**config.mk**
```make
export PLATFORM = sky130hd
export DESIGN_NAME = rara_frac
export DESIGN_NICKNAME = d
export VERILOG_FILES = /design/src/rara_pkg.sv /design/src/rara_frac.sv
export SDC_FILE = /design/constraint.sdc
export NUM_CORES = 1
export LEC_CHECK = 0
export ABC_AREA = 1
export BUFFER_PORTS_ARGS = -buffer_cell sky130_fd_sc_hd__buf_4
export CAP_MARGIN = 20
export CORE_MARGIN = 2
export CORE_UTILIZATION = 55
export CTS_CLUSTER_DIAMETER = 50
export CTS_CLUSTER_SIZE = 16
export DETAILED_ROUTE_END_ITERATION = 10
export HOLD_SLACK_MARGIN = 0.08
export PLACE_DENSITY = 0.74
export SKIP_CTS_REPAIR_TIMING = 1
export SYNTH_ARGS = -nofsm -noshare
export SYNTH_HDL_FRONTEND = slang
export SYNTH_SLANG_ARGS = --single-unit
```
**constraint.sdc**
```tcl
create_clock -name clk -period 8.2 [get_ports clk]
set_input_delay 1.23 -clock clk [delete_from_list [all_inputs] [get_ports clk]]
set_output_delay 1.23 -clock clk [all_outputs]
set_load 0.05 [all_outputs]
```
**src/rara_pkg.sv**
```systemverilog
package rara_pkg;

  localparam int MAX_ELEMENTS = 1024;
  localparam int VALUE_BITS   = 16;
  localparam int NODE_COUNT   = 4 * MAX_ELEMENTS;
  localparam int NODE_BITS    = $clog2(NODE_COUNT);
  localparam int IDX_BITS     = 10;
  localparam int SIZE_BITS    = 11;
  localparam int SUM_BITS     = 26;
  localparam int VAL_BITS     = 16;
  localparam int STACK_DEPTH  = $clog2(MAX_ELEMENTS) + 2;
  localparam int SP_BITS      = $clog2(STACK_DEPTH);
  localparam int SH_BITS      = $clog2(SIZE_BITS);
  localparam int CNT_BITS     = $clog2(SUM_BITS);

  localparam logic [SIZE_BITS-1:0] SIZE_RESET = SIZE_BITS'(1024);
  localparam logic [SIZE_BITS-1:0] MAX_N      = SIZE_BITS'(MAX_ELEMENTS);
  localparam logic [VAL_BITS-1:0]  VAL_MASK   = VAL_BITS'((64'd1 << VALUE_BITS) - 64'd1);

  localparam logic [1:0] CMD_CLEAR  = 2'd0;
  localparam logic [1:0] CMD_ASSIGN = 2'd1;
  localparam logic [1:0] CMD_QUERY  = 2'd2;

  typedef struct packed {
    logic [SUM_BITS-1:0] sum;
    logic [VAL_BITS-1:0] pval;
    logic                pflag;
  } node_t;

  typedef struct packed {
    logic                start;
    logic                clear;
    logic                assign_op;
    logic [IDX_BITS-1:0] x;
    logic [IDX_BITS-1:0] y;
    logic [IDX_BITS-1:0] hi;
    logic [VAL_BITS-1:0] value;
  } walk_req_t;

  typedef struct packed {
    logic                busy;
    logic                done;
    logic [SUM_BITS-1:0] sum;
  } walk_rsp_t;

endpackage

```
**src/rara_frac.sv**
```systemverilog
module rara_frac (
  input  logic                           clk,
  input  logic                           rst_n,
  input  logic                           start,
  input  logic [rara_pkg::SUM_BITS-1:0]  sum,
  input  logic [rara_pkg::SIZE_BITS-1:0] len,
  input  logic                           ack,
  output logic                           res_valid,
  output logic [rara_pkg::SUM_BITS-1:0]  num,
  output logic [rara_pkg::SIZE_BITS-1:0] den
);
  import rara_pkg::*;

  typedef enum logic [2:0] {F_IDLE, F_TWO, F_AODD, F_LOOP, F_DIV, F_DONE} frac_state_t;

  frac_state_t           state_r;
  logic [SUM_BITS-1:0]   a_r, b_r, sum_r, dq_r, num_r;
  logic [SIZE_BITS-1:0]  len_r, g_r, rem_r, den_r;
  logic [SH_BITS-1:0]    sh_r;
  logic [CNT_BITS-1:0]   cnt_r;
  logic                  den_phase_r;

  logic [SUM_BITS-1:0]   sub_a, sub_b;
  logic [SUM_BITS:0]     sub_res;
  logic                  borrow;
  logic [SIZE_BITS:0]    rem_sh;
  logic [SUM_BITS-1:0]   q_next;

  // one subtractor serves both the gcd loop and the divider
  always_comb begin
    rem_sh = {rem_r, dq_r[SUM_BITS-1]};
    if (state_r == F_DIV) begin
      sub_a = SUM_BITS'(rem_sh);
      sub_b = SUM_BITS'(g_r);
    end else begin
      sub_a = b_r;
      sub_b = a_r;
    end
    sub_res = {1'b0, sub_a} - {1'b0, sub_b};
    borrow  = sub_res[SUM_BITS];
    q_next  = {dq_r[SUM_BITS-2:0], !borrow};
  end

  always_ff @(posedge clk) begin
    if (!rst_n) begin
      state_r <= F_IDLE;
    end else begin
      unique case (state_r)
        F_IDLE: begin
          if (start) begin
            sum_r <= sum;
            len_r <= len;
            a_r   <= sum;
            b_r   <= SUM_BITS'(len);
            sh_r  <= '0;
            if (sum == '0) begin
              num_r   <= '0;
              den_r   <= SIZE_BITS'(1);
              state_r <= F_DONE;
            end else begin
              state_r <= F_TWO;
            end
          end
        end
        F_TWO: begin
          if (!a_r[0] && !b_r[0]) begin
            a_r  <= a_r >> 1;
            b_r  <= b_r >> 1;
            sh_r <= SH_BITS'(sh_r + 1'b1);
          end else begin
            state_r <= F_AODD;
          end
        end
        F_AODD: begin
          if (!a_r[0]) begin
            a_r <= a_r >> 1;
          end else begin
            state_r <= F_LOOP;
          end
        end
        F_LOOP: begin
          if (b_r == '0) begin
            g_r         <= SIZE_BITS'(a_r << sh_r);
            dq_r        <= sum_r;
            rem_r       <= '0;
            cnt_r       <= '0;
            den_phase_r <= 1'b0;
            state_r     <= F_DIV;
          end else if (!b_r[0]) begin
            b_r <= b_r >> 1;
          end else if (borrow) begin
            a_r <= b_r;
            b_r <= a_r;
          end else begin
            b_r <= sub_res[SUM_BITS-1:0];
          end
        end
        F_DIV: begin
          if (cnt_r == CNT_BITS'(SUM_BITS - 1)) begin
            if (!den_phase_r) begin
              num_r       <= q_next;
              dq_r        <= SUM_BITS'(len_r);
              rem_r       <= '0;
              cnt_r       <= '0;
              den_phase_r <= 1'b1;
            end else begin
              den_r   <= SIZE_BITS'(q_next);
              state_r <= F_DONE;
            end
          end else begin
            rem_r <= borrow ? rem_sh[SIZE_BITS-1:0] : sub_res[SIZE_BITS-1:0];
            dq_r  <= q_next;
            cnt_r <= CNT_BITS'(cnt_r + 1'b1);
          end
        end
        F_DONE: begin
          if (ack) begin
            state_r <= F_IDLE;
          end
        end
        default: state_r <= F_IDLE;
      endcase
    end
  end

  assign res_valid = (state_r == F_DONE);
  assign num       = num_r;
  assign den       = den_r;

endmodule

```
==> flow_metrics.py, run 1 <==
metrics = {
    "route": {
        "wl_per_cell_um": 18.0,
        "antenna_left": 0,
        "drc_errors": 0,
        "drt-total-wl_um": 30400,
        "dr.pass1.iters": 8,
        "dr_total_vias": 9506,
        "drt-vias-per-instance": 5.61,
        "drtIter0Drc": 996,
    },
    "sta": {
        "setup_viol": 0,
        "max_freq_mhz": 201,
        "period_minus_slack_ns": 4.97,
        "min_period_over_period_pct": 60.6,
        "rsz0062_at_grt": "false",
        "skew_ns": 0.0102,
        "worst_pin_slew_ns": 1.03,
        "worst_slack_ns": 3.23,
        "maxSlewHeadroom_pct": 30.9,
        "hold_violations": 0,
        "slew_viol_final": 0,
        "setup_tns_ns": 0,
    },
    "finish": {
        "n_fill_cell": 1799,
        "post-route-util_pct": 62.5,
        "antenna_cells": 0,
        "multi_input_area_mm2": 0.00461,
        "drive_above_1_share_pct": 13.5,
        "finish.instance_area_mm2": 0.0125,
        "synthToLayoutAreaGrowth_pct": 12.4,
        "nNetsFinal": 1481,
        "regArea_mm2": 0.00559,
    },
    "run": {
        "drv_cap": 0,
    },
    "global_route": {
        "grt_pass1_wl_um": 47900,
        "grt-ovfl-total": 0,
        "grt_pass1_vias": 8927,
        "grt_use_total_pct": 28.8,
        "antenna_found_initial": 0,
        "grt_max_degree": 45,
    },
    "logic_synthesis": {
        "synth.most_common_cell": "nand2_1",
        "yosys_warnings": 0,
        "synth.top_cell.area_share_pct": 49.6,
        "syn-num-nets": 1420,
        "async_flop_share_pct": 0,
        "syn_area_mm2": 0.0111,
        "synth_cell_types": 45,
        "synth.area.top_cells": "edfxtp_1 (50%), nand2_1 (13%), inv_1 (6.1%)",
        "synth-main-ff-cell": "edfxtp_1",
        "avgSynthCellArea_um2": 8.26,
        "synthCells": 1349,
        "synth_enable_flop_cells": 184,
        "synth.yosys.seq_area_share_pct": 50.1,
        "ys_top_cells_by_count": "nand2_1 (390), edfxtp_1 (184), inv_1 (180)",
        "synth_top_area_cell": "edfxtp_1",
        "synth_seq_cells": 187,
    },
    "setup_path": {
        "regToRegSetupSlack_ns": 3.23,
        "reg2reg_depth": 18,
        "worstSetupPathType": "reg -> reg",
        "rr_startpoint": "state_r[2]$_SDFFE_PN0P_",
        "cp_max_fo": 44,
        "crit_required_ns": 8.35,
        "crit_path_end_kind": "flop",
        "worstPathArrival_ns": 5.12,
        "r2r-end": "a_r[14]$_DFFE_PP_",
        "critPathLaunchType": "flop",
    },
    "placed_design": {
        "numPortBuffers": 78,
        "dp_hpwl_um": 22700,
        "postPlaceCellArea_mm2": 0.0120,
        "place.gp.congestion": 0.982,
        "post-place-ws_ns": 3.34,
    },
    "power": {
        "pwr_density_cell_mw_per_mm2": 428,
        "leakage_nw": 5.65,
        "peakVddDrop_v": 0.000258,
    },
    "clock_network": {
        "clockBufferDepth": 2,
        "h-tree-depth": 4,
        "clockRootBuffer": "clkbuf_16",
        "cts.sinks": 187,
        "clk_pin_slew_worst_paths_ns": 0.07,
        "cts_made_buffers": 17,
        "clk_latency_ns": 0.44,
        "cts_tree": "built",
    },
    "floorplanning": {
        "core-area_mm2": 0.0200,
        "die_y_um": 146,
        "die_area_mm2": 0.0214,
        "ios": 79,
        "num_rows": 52,
        "dieWidth_um": 146,
        "start_util_pct": 55.6,
    },
    "worst_hold_path": {
        "hp-class": "reg -> reg",
        "holdPathEnd": "dq_r[2]$_DFFE_PP_",
        "holdPathStages": 2,
        "hp-start": "sum_r[2]$_DFFE_PP_",
    },
    "status": {
        "status": "completed",
    },
}
sequential cells by signal (all words and copies together), names as in the netlist, 3 cells and up:
name     flops
a_r         26
b_r         26
dq_r        26
num         26
sum_r       26
den         11
g_r         11
len_r       11
rem_r       11
cnt_r        5
sh_r         4
state_r      3
worst max path at each step:
stage / startpoint / cells after the start / slack, ns / endpoint
2_1_floorplan: start / 2 / 2.80 / len_r[0]$_DFFE_PP_
3_3_place_gp: state_r[2]$_SDFFE_PN0P_ / 16 / 3.07 / a_r[18]$_DFFE_PP_
3_5_place_dp: state_r[2]$_SDFFE_PN0P_ / 17 / 3.34 / a_r[18]$_DFFE_PP_
4_1_cts: state_r[2]$_SDFFE_PN0P_ / 17 / 3.30 / a_r[22]$_DFFE_PP_
5_1_grt: state_r[2]$_SDFFE_PN0P_ / 18 / 2.88 / a_r[23]$_DFFE_PP_
6_report: state_r[2]$_SDFFE_PN0P_ / 18 / 3.23 / a_r[14]$_DFFE_PP_
metal layers:
metal,wire [um],global-route usage (%),vias up
li1,-,-,4599
met1,12600,39.2,4427
met2,14800,47.7,417
met3,2280,4.19,63
met4,849,9.76,0
met5,0,0,-
area by class of cell:
class,count,area share (%)
Multi-Input combinational cell,915,36.8
Timing Repair Buffer,89,5.47
Inverter,200,5.99
Clock inverter,15,1.03
Tap cell,270,2.70
Sequential cell,187,44.6
Clock buffer,17,3.40
critical path, cell delays in order, from the launching register on:
cell and delay (ns):
dfxtp_1 0.53, inv_2 0.15, nor2_4 0.82, inv_2 0.46
nand2_1 0.16, o21ai_0 0.10, ha_1 0.36, nand2_1 0.17
inv_2 0.04, nand2_1 0.07, nand2_1 0.05, nand2_1 0.08
nand3_2 0.10, nand2_2 0.29, nand3_4 0.36, nand2_1 0.15
nand3_1 0.12, nor2_2 0.40, buf_16 0.23
cells in the final DEF (no fill, tap or decap), types with 18 or more instances in the layout:
| master | instances |
|---|---|
| nand2_2 | 19 |
| edfxtp_1 | 184 |
| nand4_1 | 25 |
| inv_1 | 180 |
| buf_4 | 87 |
| inv_2 | 18 |
| nor2_1 | 121 |
| ha_1 | 29 |
| nand2_1 | 390 |
| nand3_1 | 86 |
| a21oi_1 | 67 |
| o21ai_0 | 68 |
where the power goes:
group          internal (mW)  switching (mW)  total [mW]
Sequential              1.38           0.226        1.61
Clock                  0.400           0.395       0.795
Combinational          0.920            2.04        2.96
cells by family after synthesis:
kind of cell	share of synthesized area, %
buffers and inverters	8.79
flip-flops	50.1
XOR/XNOR	0.864
AO/OA/AOI/OAI	9.79
adder cells (fa/ha/maj)	3.44
AND/OR/NAND/NOR	26.1
multiplexers	0.898
metrics by stage:
stage | hold WS (ns) | total power, mW | cells
floorplan | 0.495 | 3.77 | 1349
global placement | 0.504 | 4.48 | 1659
detailed placement | 0.512 | 4.53 | 1660
CTS | 0.532 | 5.33 | 1692
global route | 0.551 | 5.76 | 1693
finish | 0.532 | 5.37 | 1693
(Power assumes the default switching activity.)
==> inputs of run 2 (changes only) <==
Settings changed: ABC_AREA 1 to 0.
Clock period 8.2 ns to 4.85 ns, I/O delays scaled along.
==> run 2 against run 1 <==
  * Core utilization grew 1.3 points
  * Count of clock-buffer cells in the layout is the same
  * Non-clock buffer count grew 9
  * Critical endpoint is now a_r[17]$_DFFE_PP_
  * Largest cell class unchanged
  * Setup slack lost 2.6 ns
  * Critical path type unchanged
  * Sequential power grew 63%
  * Hold slack lost 0.058 ns
==> flow_metrics.py, run 2 <==
metrics = {
    "floorplanning": {
        "start_util_pct": 56.0,
        "ios": 79,
        "die_area_mm2": 0.0193,
        "core-area_mm2": 0.0179,
        "num_rows": 49,
        "dieWidth_um": 139,
        "die_y_um": 139,
    },
    "logic_synthesis": {
        "synth-main-ff-cell": "edfxtp_1",
        "synth.top_cell.area_share_pct": 55.2,
        "synthCells": 923,
        "synth.area.top_cells": "edfxtp_1 (55%), nand2_1 (5.2%), ha_1 (3.6%)",
        "async_flop_share_pct": 0,
        "synth.yosys.seq_area_share_pct": 55.8,
        "synth_enable_flop_cells": 184,
        "syn-num-nets": 994,
        "ys_top_cells_by_count": "edfxtp_1 (184), nand2_1 (140), nor2_1 (59)",
        "synth_cell_types": 68,
        "synth_top_area_cell": "edfxtp_1",
        "avgSynthCellArea_um2": 10.9,
        "synth.most_common_cell": "edfxtp_1",
        "yosys_warnings": 0,
        "syn_area_mm2": 0.0100,
        "synth_seq_cells": 187,
    },
    "sta": {
        "max_freq_mhz": 237,
        "hold_violations": 0,
        "maxSlewHeadroom_pct": 26.2,
        "rsz0062_at_grt": "false",
        "setup_viol": 0,
        "skew_ns": 0.00838,
        "period_minus_slack_ns": 4.22,
        "setup_tns_ns": 0,
        "slew_viol_final": 0,
        "min_period_over_period_pct": 87.1,
        "whs_ns": 0.474,
        "worst_pin_slew_ns": 1.11,
    },
    "finish": {
        "synthToLayoutAreaGrowth_pct": 14.0,
        "finish.instance_area_mm2": 0.0114,
        "final_cell_mix": "edfxtp_1 (184), nand2_1 (139), buf_4 (97), nor2_1 (58), nand3_1 (37)",
        "n_fill_cell": 1380,
        "drive_above_1_share_pct": 15.1,
        "regArea_mm2": 0.00559,
        "antenna_cells": 0,
        "nNetsFinal": 1052,
        "layout_commonest_cell": "edfxtp_1",
        "multi_input_area_mm2": 0.00408,
    },
    "placed_design": {
        "numPortBuffers": 78,
        "place.gp.congestion": 0.965,
        "dp_hpwl_um": 18200,
        "postPlaceCellArea_mm2": 0.0108,
    },
    "setup_path": {
        "path_buf_inv": 2,
        "worstPathArrival_ns": 4.37,
        "critPathLaunchType": "flop",
        "cp_max_fo": 16,
        "worstSetupPathType": "reg -> reg",
        "reg2reg_depth": 16,
        "r2r-end": "a_r[17]$_DFFE_PP_",
        "crit_path_cell_trace": "nor2_1 -> nand2_2 -> inv_2 -> mux2i_1 -> ha_1 -> fa_1 -> nor2b_1 -> o211ai_1 -> a31oi_1 -> a21oi_2 -> o21ai_1 -> a211o_1 -> a21oi_4 -> a21oi_1 -> nor3_4 -> buf_8",
        "crit_family": "compound AO/OA/AOI/OAI gates",
        "rr_startpoint": "state_r[0]$_SDFFE_PN0P_",
        "cp_slowest_cell": "nor3_4",
        "regToRegSetupSlack_ns": 0.63,
        "slowest_delay_ns": 0.61,
        "crit_path_end_kind": "flop",
        "crit_required_ns": 5.00,
    },
    "power": {
        "pwr-share-clk_pct": 17.6,
        "intPower_mw": 4.42,
        "pwr_density_cell_mw_per_mm2": 690,
        "leakage_nw": 4.43,
        "comb_power_share_pct": 49.1,
        "peakVddDrop_v": 0.000390,
        "p_switching_mw": 3.46,
        "swShare_pct": 43.9,
        "p_total_mw": 7.88,
        "p_seq_share_pct": 33.3,
    },
    "clock_network": {
        "cts.sinks": 187,
        "clk_latency_ns": 0.44,
        "h-tree-depth": 4,
        "clockBufferDepth": 2,
        "clockRootBuffer": "clkbuf_16",
        "clk_pin_slew_worst_paths_ns": 0.08,
        "cts_tree": "built",
        "cts_made_buffers": 17,
    },
    "global_route": {
        "antenna_found_initial": 0,
        "grt-ovfl-total": 0,
        "grt_pass1_vias": 7303,
        "grt_max_degree": 45,
        "grt_use_total_pct": 26.1,
        "grt_pass1_wl_um": 39700,
    },
    "status": {
        "status": "completed",
    },
    "route": {
        "drtIter0Drc": 1064,
        "drc_errors": 0,
        "antenna_left": 0,
        "drt-vias-per-instance": 6.39,
        "dr_total_vias": 7821,
        "drt-total-wl_um": 25400,
        "wl_per_cell_um": 20.7,
        "dr.pass1.iters": 8,
    },
    "worst_hold_path": {
        "hp-start": "len[4]",
        "holdPathStages": 1,
        "hp-class": "in -> reg",
        "holdPathEnd": "len_r[4]$_DFFE_PP_",
    },
    "run": {
        "drv_cap": 0,
    },
}
==> run 2: changes by cell type after synthesis, sizes merged, moves of 24 or more <==
cell | previous run | this run
a21oi | 70 | 37
a221oi | 24 | 0
a222oi | 0 | 24
a31oi | 1 | 27
and3 | 0 | 31
inv | 198 | 35
nand2 | 409 | 140
nand3 | 88 | 37
nor2 | 134 | 59
o21ai | 75 | 39
==> run 2: cells by family after synthesis <==
group | after synthesis | synth area share (%)
simple gates | 347 | 16.3
compound gates | 215 | 15.2
flops | 187 | 55.8
buf+inv | 95 | 3.85
fa+ha+maj | 30 | 3.82
xor+xnor | 25 | 2.19
mux | 24 | 2.90
==> run 2: cell type report <==
type,instances,share of cell area [%]
multi-input cells,641,35.7
flip-flops and latches,187,48.9
inverters,36,1.18
clock buffers,17,3.73
well taps,229,2.51
clock inverters,15,1.47
repair buffers,98,6.51
==> run 2: power groups by stage <==
stage	sequential [mW]	combinational, mW	clock [mW]
after floorplan	2.48	2.99	0
after global placement	2.63	3.71	0
after detailed placement	2.63	3.80	0
after CTS	2.60	3.81	1.38
after global routing	2.65	4.27	1.45
final	2.62	3.87	1.39
==> run 2: worst max path at each step <==
stage / startpoint / end / slack, ns / cells after the start
finish: state_r[0]$_SDFFE_PN0P_ / a_r[17]$_DFFE_PP_ / 0.63 / 16
detailed placement: state_r[1]$_SDFFE_PN0P_ / a_r[22]$_DFFE_PP_ / 0.73 / 15
CTS: state_r[0]$_SDFFE_PN0P_ / a_r[17]$_DFFE_PP_ / 0.68 / 16
global placement: state_r[0]$_SDFFE_PN0P_ / a_r[4]$_DFFE_PP_ / 0.64 / 14
global route: state_r[1]$_SDFFE_PN0P_ / a_r[25]$_DFFE_PP_ / 0.43 / 15
floorplan: state_r[0]$_SDFFE_PN0P_ / a_r[10]$_DFFE_PP_ / 0.21 / 17
==> run 2: per-stage QoR <==
stage	setup WS (ns)	std cells	util, %
final	0.627	1223	63.8
after CTS	0.676	1223	63.8
after floorplan	0.207	923	-
after detailed placement	0.727	1191	60.5
after global routing	0.435	1223	63.8
after global placement	0.642	1189	60.4
==> run 2: metal layers <==
layer	track usage (%)	up-vias	wire length, um
met5	0	-	0
met2	40.5	477	11700
met4	9.73	0	760
met1	36.6	3689	10300
met3	5.63	57	2600
li1	-	3598	-
